## src/hw/rtl/ffd_pkg.sv

```systemverilog
`timescale 1ns / 1ps

package ffd_pkg;

  // sample and field widths
  localparam int SAMPLE_W  = 24;
  localparam int DMS_W     = 24;
  localparam int SPM_W     = 16;
  localparam int GAIN_W    = 16;
  localparam int LEN_CFG_W = 17;
  localparam int CFG_AW    = 3;
  localparam int CFG_DW    = 24;

  // delay in samples: Q24.16
  localparam int FRAC_W = 16;
  localparam int D_W    = DMS_W + SPM_W;
  localparam int HI_W   = D_W - FRAC_W;

  // remainder unit: two quotient bits per cycle
  localparam int DIV_STEPS = HI_W / 2;
  localparam int DIV_CW    = $clog2(DIV_STEPS);

  localparam int GAIN_FRAC = 14;

  localparam logic [SPM_W-1:0] SPM_RST = 16'd11290;

  // register indexes
  localparam logic [CFG_AW-1:0] REG_DELAY_MS  = 3'd0;
  localparam logic [CFG_AW-1:0] REG_SPM       = 3'd1;
  localparam logic [CFG_AW-1:0] REG_LENGTH    = 3'd2;
  localparam logic [CFG_AW-1:0] REG_GAIN      = 3'd3;
  localparam logic [CFG_AW-1:0] REG_DELAY_SEL = 3'd4;
  localparam logic [CFG_AW-1:0] REG_FB_SEL    = 3'd5;

endpackage

```

## src/hw/rtl/ffd_rem.sv

```systemverilog
`timescale 1ns / 1ps

module ffd_rem #(
  parameter int LW = 17
) (
  input  logic                        clk,
  input  logic                        rst_n,
  input  logic                        start,
  input  logic [ffd_pkg::HI_W-1:0]    dividend,
  input  logic [LW-1:0]               divisor,
  output logic                        done,
  output logic [LW-1:0]               rem
);

  logic [ffd_pkg::HI_W-1:0]   dvd_r;
  logic [LW-1:0]              rem_r;
  logic [ffd_pkg::DIV_CW-1:0] cnt_r;
  logic                       busy_r;
  logic                       done_r;

  logic [LW:0] r1;
  logic [LW:0] r1_sub;
  logic [LW:0] r2;
  logic [LW:0] r2_sub;

  // restoring remainder, two dividend bits per cycle
  always_comb begin
    r1     = {rem_r, dvd_r[ffd_pkg::HI_W-1]};
    r1_sub = (r1 >= {1'b0, divisor}) ? r1 - {1'b0, divisor} : r1;
    r2     = {r1_sub[LW-1:0], dvd_r[ffd_pkg::HI_W-2]};
    r2_sub = (r2 >= {1'b0, divisor}) ? r2 - {1'b0, divisor} : r2;
  end

  always_ff @(posedge clk) begin
    if (!rst_n) begin
      busy_r <= 1'b0;
      done_r <= 1'b0;
      cnt_r  <= '0;
    end else begin
      done_r <= 1'b0;
      if (start) begin
        busy_r <= 1'b1;
        cnt_r  <= '0;
      end else if (busy_r) begin
        cnt_r <= cnt_r + 1'b1;
        if (cnt_r == ffd_pkg::DIV_CW'(ffd_pkg::DIV_STEPS - 1)) begin
          busy_r <= 1'b0;
          done_r <= 1'b1;
        end
      end
    end
  end

  always_ff @(posedge clk) begin
    if (start) begin
      dvd_r <= dividend;
      rem_r <= '0;
    end else if (busy_r) begin
      dvd_r <= {dvd_r[ffd_pkg::HI_W-3:0], 2'b00};
      rem_r <= r2_sub[LW-1:0];
    end
  end

  assign done = done_r;
  assign rem  = rem_r;

endmodule

```

## config.mk

```make
export PLATFORM = sky130hd
export DESIGN_NAME = ffd_rem
export DESIGN_NICKNAME = d
export VERILOG_FILES = /design/src/hw/rtl/ffd_pkg.sv /design/src/hw/rtl/ffd_rem.sv
export SDC_FILE = /design/constraint.sdc
export NUM_CORES = 1
export LEC_CHECK = 0
export BUFFER_PORTS_ARGS = -buffer_cell sky130_fd_sc_hd__buf_2
export CORE_MARGIN = 5
export CORE_UTILIZATION = 40
export DETAILED_ROUTE_END_ITERATION = 10
export PLACE_DENSITY = 0.69
export SKIP_CTS_REPAIR_TIMING = 1
export SKIP_LAST_GASP = 1
export SYNTH_ARGS = -nofsm -noshare
export SYNTH_HDL_FRONTEND = slang
export SYNTH_SLANG_ARGS = --single-unit
```

## constraint.sdc

```tcl
create_clock -name clk -period 8.1 [get_ports clk]
set_input_delay 2.43 -clock clk [delete_from_list [all_inputs] [get_ports clk]]
set_output_delay 2.43 -clock clk [all_outputs]
set_load 0.05 [all_outputs]
```

After elaboration in Yosys (flattened, before gate mapping)
Cells that the tools add are included.
- output and inout port bits: 18
- register bits: 47
- logic and storage cells: 24
- mux-type cells: 8
- equal/unequal tests: 1
- reduce and logical (&&, ||, !) cells: 3
- bitwise logic cells: 2
- add/sub/neg operators: 3
- $lt $le $gt $ge: 2
- operators by type and width (cell ; number):
    24-bit two-way mux ; 2
    18-bit by 17-bit >= comparator with 1-bit output ; 2
    17-bit two-way mux ; 2
    17-bit subtractor ; 2
    4-bit by 1-bit adder with 4-bit output, second input constant ; 1
    4-bit == test, second input constant ; 1
    1-bit two-way mux ; 4
    3-bit OR reduction ; 1
    1-bit NOT ; 2
    2-bit nonzero test ; 1
    2-bit OR reduction ; 1

Logic depth before layout (Yosys ltp)
Gate-level depths: netlist of the first run.
- depth in word-level cells: 4
- gate-level depth with buffers: 21

Worst setup path before layout of the first run
No wires, ideal clock.
- path type: in2reg
- from: input divisor[0]
- to: register rem_r[10], in the netlist rem[10]
- slack: 1.699 ns
- arrival time: 6.312 ns
- stages: 19
- buffers on the path: 1
- data required time: 8.012 ns
- cells stage by stage: ha_1 -> inv_1 -> fa_1 -> nand3_1 -> a21oi_2 -> o41ai_4 -> a21oi_1 -> and3_1 -> mux2_2 -> or2_2 -> ha_1 -> a21o_1 -> a21oi_1 -> nand4_1 -> a22oi_1 -> nand2_2 -> buf_6 -> a211o_1 -> a311oi_2
- cells in the longest elaborated chain, start to end: 4
- elaborated cells between the ends (all ways): 6
- those cells by class: 2 x add/sub; 2 x order compare; 2 x mux
- RTL lines (what ; RTL line ; source):
    start, declared ; ffd_rem.sv:10 ; input logic [LW-1:0] divisor,
    17-bit subtractor or 18-bit by 17-bit >= comparator with 1-bit output (tied branches) ; ffd_rem.sv:29 ; r1_sub = (r1 >= {1'b0, divisor}) ? r1 - {1'b0, divisor} : r1;
    17-bit two-way mux ; ffd_rem.sv:29 ;
    17-bit subtractor or 18-bit by 17-bit >= comparator with 1-bit output (tied branches) ; ffd_rem.sv:31 ; r2_sub = (r2 >= {1'b0, divisor}) ? r2 - {1'b0, divisor} : r2;
    17-bit two-way mux * ; ffd_rem.sv:31 ;
    end signal, assigned ; ffd_rem.sv:60 ; rem_r <= r2_sub[LW-1:0];
    end, declared ; ffd_rem.sv:16 ; logic [LW-1:0] rem_r;
Mark *: on every way between the ends. The rest lies on a longest branch, timed or not.
A chain may end at the register's enable or synchronous reset.

Worst setup path after layout of the first run
Same ends and word-level chain as after synthesis.

==> summary.txt, run 1 <==
Run status
  – Status: finished, final reports clean

Placement
  – Post-place instance area: 4382 µm²
  – RD Place Congestion: 0.9228
  – Port Buffers: 61
  – DP HPWL: 7418 µm

Synthesis
  – Area contributors post-synth: edfxtp_1 18%, dfxtp_1 12%, ha_1 11%, mux2_2 6.5%, nor2_1 4.8%
  – Synth Area in Compound Gates: 21.97%
  – Synth cell count leaders: 51 x nor2_1, 35 x ha_1, 33 x a21oi_1
  – Distinct cells, synth: 65
  – Synth area leader: edfxtp_1
  – Most frequent cell after synthesis: nor2_1
  – YS warnings: 0
  – Multiplexer area fraction after synthesis: 9.943%
  – Syn_nets: 520
  – Seq/Total Area, Yosys: 29.80%
  – Post-Synth Simple-Gate Area: 16.57%
  – Prevailing post-synth register cell: edfxtp_1
  – Yosys top cell area share: 18.18%
  – Largest family of logic cells by synthesized area: compound AO/OA/AOI/OAI gates
  – Async S/R FF share, synth: 0%
  – Synth Instances: 439
  – Post-Synth Adder-Cell Area: 12.06%
  – Syn Area/Cell: 9.029 µm²
  – Post-synth EDFFs: 24
  – Synth Area in XOR/XNOR: 5.082%
  – #FFs+latches synth: 47
  – Mapped Area: 3964 µm²

Finish
  – Area growth from synthesis to final layout: 13.35%
  – Final non-filler cell area: 4493 µm²
  – Antenna Cells: 0
  – Share of layout cells above drive strength 1: 22.18%
  – Final nets: 576

Power
  – Cell Int Power: 0.6422 mW
  – Part of the power in the clock network: 15.9%
  – Pwr/cell area: 256.5 nW/µm²
  – Max IR drop VDD: 0.08971 mV
  – Combinational share of power: 58.1%
  – Net Switching: 0.5101 mW
  – Sequential Power Share: 26.0%
  – Lkg Pwr: 1.950 nW
  – Sw Ratio: 44.27%

Routing
  – Via count: 3470
  – Post-DR vias/cell: 5.517
  – Wirelength per Cell: 15.30 µm
  – Remaining DRCs: 0
  – Drt total wl: 9626 µm
  – DRT iter0 DRCs: 179
  – DRT Pass-1 Iters: 5
  – Routed Antenna Nets: 0

Floorplanning
  – Row count: 36
  – IO Pins: 62
  – Die height: 109.5 µm
  – DIE WIDTH: 109.5 µm
  – Die ar.: 12000 µm²
  – CORE AREA: 9729 µm²
  – Starting Density: 40.74%

Critical path
  – Crit path DAT: 7.24 ns
  – Crit-path leading delay family: compound AO/OA/AOI/OAI gates
  – Worst path slowest cell: o41ai_4
  – CP Buf/Inv Count: 3
  – Worst path cell trace: buf_2 > ha_1 > inv_1 > fa_1 > nand3_1 > a21oi_2 > o41ai_4 > a21oi_1 > buf_4 > and3_1 > mux2_2 > or2_2 > ha_1 > a21o_1 > a21oi_1 > a21oi_1 > a22oi_1 > nand2_2 > a211o_1 > a311oi_2
  – CP required: 8.33 ns
  – Worst Path Max Fanout: 24
  – Most used cell, CP: a21oi_1
  – Critical Path End Type: flop
  – Kind of critical path: input port to flop
  – Worst Setup Start Kind: input port
  – Crit-path max cell delay: 0.48 ns

Clock network
  – Total CTS buffers: 5
  – Max H-tree Level: 2
  – Clock Latency Late Sink: 0.31 ns
  – CTS tree: done
  – CTS Buffer Depth: 2
  – Clock input transition at the sequential cells of the worst setup and hold paths: 0.10 ns
  – Clock root buffer: clkbuf_8
  – Clk sinks: 47

Global route
  – Aggregate global-route resource usage: 16.45%
  – Initial antenna violation count: 0
  – Vias in the first global route: 3301
  – First-pass GRT wire length: 15790 µm
  – Aggregate global routing overflow: 0
  – Largest net degree at the start of global routing: 46

Timing
  – RSZ-0062 raised after global routing: false
  – Rel. slew slack: 35.57%
  – Final hold violations: 0
  – Tcrit/Tclk final: 86.55%
  – Time the worst path needs with I/O delays and setup: 7.010 ns
  – Hold WS: 0.5050 ns
  – Slew Viols, Final: 0
  – Setup TNS: 0 ns
  – Worst Skew: 0.01297 ns
  – Count of final setup violators: 0
  – Slew of the pin with the lowest slew margin: 0.9664 ns
  – Max Freq: 142.6 MHz

Min path
  – Hold Path Class: flop to flop

Run
  – Max Cap Viol: 0
## per-layer routing
metal / global-route usage [%] / wire length [µm]
met1: 21.13 / 4098
met4: 7.124 / 260
met2: 27.20 / 4629
met5: 0 / 0
met3: 2.701 / 637
## area by class of cell
type	instances	area, µm²
tap	133	166.4
clock inverter	3	42.54
clock buffer	5	68.82
sequential	47	1181
inverter	30	112.6
fill	979	5236
timing repair buffer	63	320.3
multi-input combinational	348	2601
## cell usage in the layout, fill, tap and decap left out, drive strengths merged, types with 12 or more instances in the layout
master,n
buf,63
nor2,51
ha,35
a21oi,35
inv,31
edfxtp,24
mux2,24
dfxtp,23
nand2,22
xnor2,17
o21ai,14
mux2i,12
nor3,12
## registers in the layout, indices dropped and copies added (netlist names)
name and flops:
busy_r 1, dvd_r 24, done 1, rem 17, cnt_r 4
## cell families after synthesis
family	Yosys count
fa+ha+maj	37
mux	36
buf+inv	44
flops	47
simple gates	132
xor+xnor	23
compound gates	120
## through the flow
step                      cells  setup slack (ns)  utilization, %  power [mW]
after floorplan             439             1.699               -      0.8468
after global placement      621             1.015           45.04      0.9569
after detailed placement    621            0.8021           45.04      0.9688
after CTS                   629             1.144           46.18       1.159
after global routing        629            0.8278           46.18       1.245
final                       629             1.090           46.18       1.152
## worst paths after layout
kind | depth (start not counted) | to | startpoint | slack [ns]
setup / recovery | 20 | rem[10]$_SDFFE_PP0P_ | divisor[0] | 1.09
hold / removal | 1 | done$_SDFF_PP0_ | cnt_r[2]$_SDFFE_PP0P_ | 0.50
setup reg to reg | 20 | rem[10]$_SDFFE_PP0P_ | dvd_r[23]$_DFFE_PP_ | 2.78
hold reg to reg | 1 | done$_SDFF_PP0_ | cnt_r[2]$_SDFFE_PP0P_ | 0.50
## power by group through the flow
stage               Clock [mW]  Sequential (mW)  Combinational [mW]
CTS                      0.191            0.301               0.668
detailed placement           0            0.306               0.663
global placement             0            0.305               0.652
finish                   0.183            0.300               0.669
global route             0.199            0.303               0.743
floorplan                    0            0.347               0.500
Power figures use the tool's default switching activity.
==> inputs of run 2 (changes only) <==
--- a/config.mk
+++ b/config.mk
@@ -5,11 +5,13 @@
 export SDC_FILE = /design/constraint.sdc
 export NUM_CORES = 1
 export LEC_CHECK = 0
+export ABC_AREA = 1
 export BUFFER_PORTS_ARGS = -buffer_cell sky130_fd_sc_hd__buf_2
 export CORE_MARGIN = 5
 export CORE_UTILIZATION = 40
 export DETAILED_ROUTE_END_ITERATION = 10
-export PLACE_DENSITY = 0.69
+export GPL_ROUTABILITY_DRIVEN = 0
+export PLACE_DENSITY = 0.68
 export SKIP_CTS_REPAIR_TIMING = 1
 export SKIP_LAST_GASP = 1
 export SYNTH_ARGS = -nofsm -noshare
==> summary.txt, run 2 <==
Run status
  – Status: finished, final reports clean

Global route
  – First-pass GRT wire length: 18400 µm (+17%)
  – Largest net degree at the start of global routing: 29 (-37%)
  – Initial antenna violation count: 1 (+1)
  – Vias in the first global route: 3942 (+19%)
  – Aggregate global routing overflow: 0 (unchanged)
  – Aggregate global-route resource usage: 17.08% (+0.63 points)

Placement
  – Port Buffers: 61 (unchanged)
  – Post-place instance area: 4913 µm² (+12%)
  – DP HPWL: 9362 µm (+26%)

Power
  – Pwr/cell area: 305.1 nW/µm² (+19%)
  – Net Switching: 0.7876 mW (+54%)
  – Sw Ratio: 51.00% (+6.7 points)
  – Sequential Power Share: 20.5% (-5.5 points)
  – Design Power: 1.544 mW (+34%)
  – Part of the power in the clock network: 13.8% (-2.1 points)
  – Max IR drop VDD: 0.1194 mV (+33%)
  – Lkg Pwr: 2.879 nW (+48%)
  – Cell Int Power: 0.7568 mW (+18%)
  – Combinational share of power: 65.7% (+7.6 points)

Timing
  – Rel. slew slack: 38.26% (+2.7 points)
  – Setup TNS: 0 ns (unchanged)
  – RSZ-0062 raised after global routing: false
  – Slew of the pin with the lowest slew margin: 0.9251 ns (-0.04132 ns)
  – Final hold violations: 0 (unchanged)
  – Time the worst path needs with I/O delays and setup: 5.988 ns (-1.022 ns)
  – Count of final setup violators: 0 (unchanged)
  – Hold WS: 0.4908 ns (-0.01412 ns)
  – Worst Skew: 0.005584 ns (-0.007389 ns)
  – Tcrit/Tclk final: 73.93% (-13 points)
  – Slew Viols, Final: 0 (unchanged)
  – Max Freq: 167.0 MHz (+17%)

Finish
  – Area growth from synthesis to final layout: 12.08%
  – Final non-filler cell area: 5061 µm² (+13%)
  – Antenna Cells: 0 (unchanged)
  – Most flops, register: dvd_r
  – Largest register FFs: 24 (unchanged)
  – Final core occ: 46.28% (+0.10 points)
  – Final nets: 821 (+43%)
  – Filler cell count: 1157 (+18%)
  – Commonest non-fill, non-tap cell in the layout: nand2_1
  – Commonest non-fill, non-tap cells in the layout: 270 x nand2_1, 108 x inv_1, 61 x buf_2
  – Share of layout cells above drive strength 1: 15.11% (-7.1 points)

Critical path
  – R2R depth: 24 (+20%)
  – Worst Path Max Fanout: 18 (-25%)
  – CP required: 8.34 ns (about the same)
  – Critical Path End Type: flop
  – Flop2flop setup slack: 3.94 ns (+1.16 ns)
  – Crit path DAT: 6.23 ns (-1.01 ns)
  – Worst Setup Start Kind: input port
  – Kind of critical path: input port to flop
  – Worst r2r src: dvd_r[23]$_DFFE_PP_
  – R2r endpoint: rem[15]$_SDFFE_PP0P_

Synthesis
  – Synth area leader: nand2_1
  – Distinct cells, synth: 41 (-37%)
  – #FFs+latches synth: 47 (unchanged)
  – Synth cell count leaders: 270 x nand2_1, 108 x inv_1, 38 x nand3_1
  – Area contributors post-synth: nand2_1 22%, edfxtp_1 16%, dfxtp_1 10%, ha_1 9.7%, inv_1 9.0%
  – Post-Synth Adder-Cell Area: 10.58% (-1.5 points)
  – Yosys top cell area share: 22.44% (+4.3 points)
  – Synth Area in XOR/XNOR: 4.073% (-1.0 points)
  – Largest family of logic cells by synthesized area: simple AND/OR/NAND/NOR gates
  – YS warnings: 0 (unchanged)
  – Synth Instances: 685 (+56%)
  – Synth Area in Compound Gates: 5.209% (-17 points)
  – Syn Area/Cell: 6.592 µm² (-27%)
  – Seq/Total Area, Yosys: 26.16% (-3.6 points)
  – Post-synth EDFFs: 24 (unchanged)
  – Post-Synth Simple-Gate Area: 42.75% (+26 points)
  – Prevailing post-synth register cell: edfxtp_1
  – Async S/R FF share, synth: 0% (unchanged)
  – Multiplexer area fraction after synthesis: 0% (-9.9 points)
  – Syn_nets: 766 (+47%)
  – Most frequent cell after synthesis: nand2_1
  – Mapped Area: 4516 µm² (+14%)

Min path
  – Worst Min Path Start: rem[11]$_SDFFE_PP0P_
  – Hold Path Class: flop to flop
  – WHS Path Cells: 2 (+1)
  – Worst Hold End: rem[11]$_SDFFE_PP0P_

Clock network
  – Clock Latency Late Sink: 0.30 ns (about the same)
  – CTS tree: done
  – Clk sinks: 47 (unchanged)
  – Total CTS buffers: 5 (unchanged)
  – Max H-tree Level: 2 (unchanged)
  – Clock root buffer: clkbuf_16
  – Clock input transition at the sequential cells of the worst setup and hold paths: 0.07 ns (-0.03 ns)
  – CTS Buffer Depth: 2 (unchanged)

Routing
  – Routed Antenna Nets: 0 (unchanged)
  – Via count: 4266 (+23%)
  – Remaining DRCs: 0 (unchanged)
  – Post-DR vias/cell: 4.842 (-12%)
  – Wirelength per Cell: 13.18 µm (-14%)
  – DRT Pass-1 Iters: 5 (unchanged)
  – DRT iter0 DRCs: 293 (+64%)
  – Drt total wl: 11610 µm (+21%)

Run
  – Max Cap Viol: 0 (unchanged)

Floorplanning
  – Die ar.: 13510 µm² (+13%)
  – Die height: 116.3 µm (+6.1%)
  – IO Pins: 62 (unchanged)
  – CORE AREA: 10940 µm² (+12%)
  – DIE WIDTH: 116.3 µm (+6.1%)
  – Row count: 38 (+5.6%)
  – Starting Density: 41.29% (+0.55 points)
## run 2: critical path, cell delays in order
cell and delay, ns:
buf_2 0.08, inv_1 0.05, ha_1 0.34, a21oi_1 0.22
o21ai_0 0.17, nor2_4 0.48, nand3_1 0.15, nand2_1 0.13
inv_1 0.08, fa_1 0.43, nand3_1 0.09, nand2_1 0.11
nand2_2 0.08, nand2_2 0.08, nand2_2 0.07, nand3_1 0.11
a21oi_4 0.45, nand3_4 0.33, nand2_1 0.15, nand3_1 0.11
nand2_1 0.09
## run 2: cells by family (layout without fill, tap and decap cells)
| kind of cell | after synthesis | in the layout |
|---|---|---|
| and+or+nand+nor | 416 | 416 |
| buffers and inverters | 125 | 181 |
| DFF | 47 | 47 |
| AOI/OAI and AO/OA | 39 | 39 |
| adders and majority gates | 37 | 37 |
| xor gates and xnor gates | 21 | 21 |
## run 2: routing by layer
metal / global-route usage (%) / wire, µm
met1: 22.83 / 5455
met2: 27.88 / 5190
met3: 3.938 / 720
met4: 4.408 / 237
met5: 0 / 7
## run 2: final cells by class
class | count | area, µm² | share of cell area, %
flip-flops and latches | 47 | 1181 | 23.34
well taps | 140 | 175.2 | 3.461
clock inverters | 3 | 22.52 | 0.4450
multi-input cells | 513 | 2828 | 55.87
inverters | 111 | 416.7 | 8.232
clock buffers | 5 | 125.1 | 2.472
repair buffers | 62 | 312.8 | 6.180
## run 2: how the worst max path moves through the flow
| stage | from | endpoint | cells after the start |
|---|---|---|---|
| floorplan | divisor[0] | rem[12]$_SDFFE_PP0P_ | 25 |
| global placement | divisor[0] | rem[11]$_SDFFE_PP0P_ | 24 |
| detailed placement | divisor[15] | rem[15]$_SDFFE_PP0P_ | 21 |
| CTS | divisor[15] | rem[11]$_SDFFE_PP0P_ | 21 |
| global route | divisor[9] | rem[11]$_SDFFE_PP0P_ | 26 |
| finish | divisor[15] | rem[15]$_SDFFE_PP0P_ | 21 |
## run 2: power by group through the flow
stage | clock, mW | sequential, mW | combinational [mW]
global route | 0.228 | 0.320 | 1.13
global placement | 0 | 0.321 | 1.01
CTS | 0.216 | 0.316 | 1.01
finish | 0.213 | 0.316 | 1.02
detailed placement | 0 | 0.321 | 1.00
floorplan | 0 | 0.375 | 0.768
## run 2: stage by stage
stage	instances	worst slack, ns
2_1_floorplan	685	2.538
3_3_place_gp	873	1.917
3_5_place_dp	873	1.844
4_1_cts	881	2.150
5_1_grt	881	1.875
6_report	881	2.112
==> inputs of run 3 (changes only) <==
==> constraint.sdc (replaced) <==
create_clock -name clk -period 6.2 [get_ports clk]
set_input_delay 1.86 -clock clk [delete_from_list [all_inputs] [get_ports clk]]
set_output_delay 1.86 -clock clk [all_outputs]
set_load 0.05 [all_outputs]
==> summary.txt, run 3 (synthesis gave the netlist of run 2 again) <==
Finish
  – Post-route insts no fill: 882 (+0.11%)
  – Final non-filler cell area: 5069 µm² (+0.15%)
  – Commonest non-fill, non-tap cells in the layout: 270 x nand2_1, 108 x inv_1, 61 x buf_2
  – Most flops, register: dvd_r
  – Antenna Cells: 0 (unchanged)
  – Largest register FFs: 24 (unchanged)
  – Area growth from synthesis to final layout: 12.25%
  – Share of layout cells above drive strength 1: 15.23% (+0.11 points)
  – Commonest non-fill, non-tap cell in the layout: nand2_1
  – Final core occ: 46.35% (+0.069 points)
  – Final nets: 822 (+0.12%)

Routing
  – Wirelength per Cell: 12.99 µm (-1.4%)
  – Post-DR vias/cell: 4.889 (+0.96%)
  – Via count: 4312 (+1.1%)
  – Highest metal used: met4
  – Met2 WL: 5117 µm (-1.4%)
  – Routed Antenna Nets: 0 (unchanged)
  – Drt total wl: 11460 µm (-1.3%)
  – DRT Pass-1 Iters: 5 (unchanged)
  – Remaining DRCs: 0 (unchanged)
  – WL met1: 5271 µm (-3.4%)
  – DRT iter0 DRCs: 270 (-7.8%)
  – Met3 WL: 808 µm (+12%)

Floorplanning
  – CORE AREA: 10940 µm² (unchanged)
  – Row count: 38 (unchanged)
  – DIE WIDTH: 116.3 µm (unchanged)
  – IO Pins: 62 (unchanged)
  – Die ar.: 13510 µm² (unchanged)
  – Starting Density: 41.29% (unchanged)
  – Die height: 116.3 µm (unchanged)

Global route
  – Aggregate global routing overflow: 0 (unchanged)
  – Vias in the first global route: 3929 (-0.33%)
  – First-pass GRT wire length: 18600 µm (+1.1%)
  – Largest net degree at the start of global routing: 29 (unchanged)
  – Initial antenna violation count: 0 (-1)
  – Aggregate global-route resource usage: 17.23% (+0.16 points)

Clock network
  – Clock input transition at the sequential cells of the worst setup and hold paths: 0.06 ns (about the same)
  – Clk sinks: 47 (unchanged)
  – Max H-tree Level: 2 (unchanged)
  – Clock Latency Late Sink: 0.29 ns (about the same)
  – Clock root buffer: clkbuf_16
  – CTS tree: done
  – Total CTS buffers: 5 (unchanged)
  – CTS Buffer Depth: 2 (unchanged)

Timing
  – Slew Viols, Final: 0 (unchanged)
  – Final hold violations: 0 (unchanged)
  – Time the worst path needs with I/O delays and setup: 5.072 ns
  – Setup TNS: 0 ns (unchanged)
  – Count of final setup violators: 0 (unchanged)
  – Tcrit/Tclk final: 81.81%
  – Slew of the pin with the lowest slew margin: 0.9286 ns (+0.003500 ns)
  – RSZ-0062 raised after global routing: false
  – Rel. slew slack: 38.02% (-0.23 points)
  – Hold WS: 0.4917 ns (+0.0008630 ns)
  – Max Freq: 197.2 MHz
  – Worst Skew: 0.004319 ns (-0.001266 ns)
  – Final worst slack: 1.128 ns (-0.9838 ns)

Critical path
  – R2r endpoint: rem[6]$_SDFFE_PP0P_
  – Worst Path Max Fanout: 18 (unchanged)
  – R2R depth: 24 (unchanged)
  – CP required: 6.39 ns (-1.95 ns)
  – Kind of critical path: input port to flop
  – Worst Setup Start Kind: input port
  – Worst r2r src: dvd_r[23]$_DFFE_PP_
  – Crit path DAT: 5.26 ns (-0.97 ns)
  – Critical Path End Type: flop
  – Flop2flop setup slack: 2.43 ns (-1.51 ns)

Run status
  – Status: finished, final reports clean

Min path
  – Worst Min Path Start: cnt_r[1]$_SDFFE_PP0P_
  – Worst Hold End: cnt_r[1]$_SDFFE_PP0P_
  – WHS Path Cells: 2 (unchanged)
  – Hold Path Class: flop to flop

Power
  – Max IR drop VDD: 0.1811 mV (+52%)
  – Lkg Pwr: 2.883 nW (+0.14%)
  – Pwr/cell area: 396.3 nW/µm² (+30%)
  – Design Power: 2.008 mW (+30%)

Placement
  – DP HPWL: 9344 µm (-0.19%)
  – DP Worst Slack: 0.8764 ns (-0.9672 ns)
  – Dpl cells: 874 (+0.11%)
  – Port Buffers: 61 (unchanged)
  – Post-place instance area: 4921 µm² (+0.15%)

Run
  – Max Cap Viol: 0 (unchanged)
[run 3: changes by cell type in the layout (fill, tap and decap cells not counted), sizes merged]
cell	delta
inv	-1
clkinv	+1
buf	+1
[run 3: metal layers]
metal  global-route usage [%]  up-vias
met2                    28.15      124
met3                    3.834       18
li1                         -     2282
met4                    5.104        0
met1                    22.85     1888
met5                        0        -
[run 3: layout make-up]
class                           count  area, µm²
Sequential cell                    47       1181
Clock inverter                      3      22.52
Timing Repair Buffer               63      320.3
Clock buffer                        5      125.1
Tap cell                          140      175.2
Inverter                          111      416.7
Fill cell                        1133       5867
Multi-Input combinational cell    513       2828
[run 3: power breakdown]
group	switching [mW]	leakage, nW	total (mW)	internal, mW
clock network	0.120	0.0742	0.271	0.151
registers	0.0398	0.435	0.413	0.374
logic	0.856	2.37	1.32	0.468
total	1.02	2.88	2.01	0.992
[run 3: worst max-delay path by stage]
stage	from	to	depth (start not counted)
3_3_place_gp	divisor[15]	rem[11]$_SDFFE_PP0P_	21
3_5_place_dp	divisor[15]	rem[11]$_SDFFE_PP0P_	21
5_1_grt	divisor[5]	rem[2]$_SDFFE_PP0P_	24
2_1_floorplan	divisor[0]	rem[12]$_SDFFE_PP0P_	25
4_1_cts	divisor[15]	rem[15]$_SDFFE_PP0P_	21
6_report	divisor[15]	rem[6]$_SDFFE_PP0P_	21
[run 3: critical path: stages]
cell and delay, ns:
buf_2 0.08, inv_1 0.06, ha_1 0.35, a21oi_1 0.22
o21ai_0 0.17, nor2_4 0.48, nand3_1 0.14, nand2_1 0.12
inv_1 0.08, fa_1 0.43, nand3_1 0.09, nand2_1 0.11
nand2_2 0.08, nand2_2 0.08, nand2_2 0.07, nand3_1 0.10
a21oi_4 0.18, buf_4 0.25, nand4_1 0.14, nand3_1 0.10
nand2_1 0.05
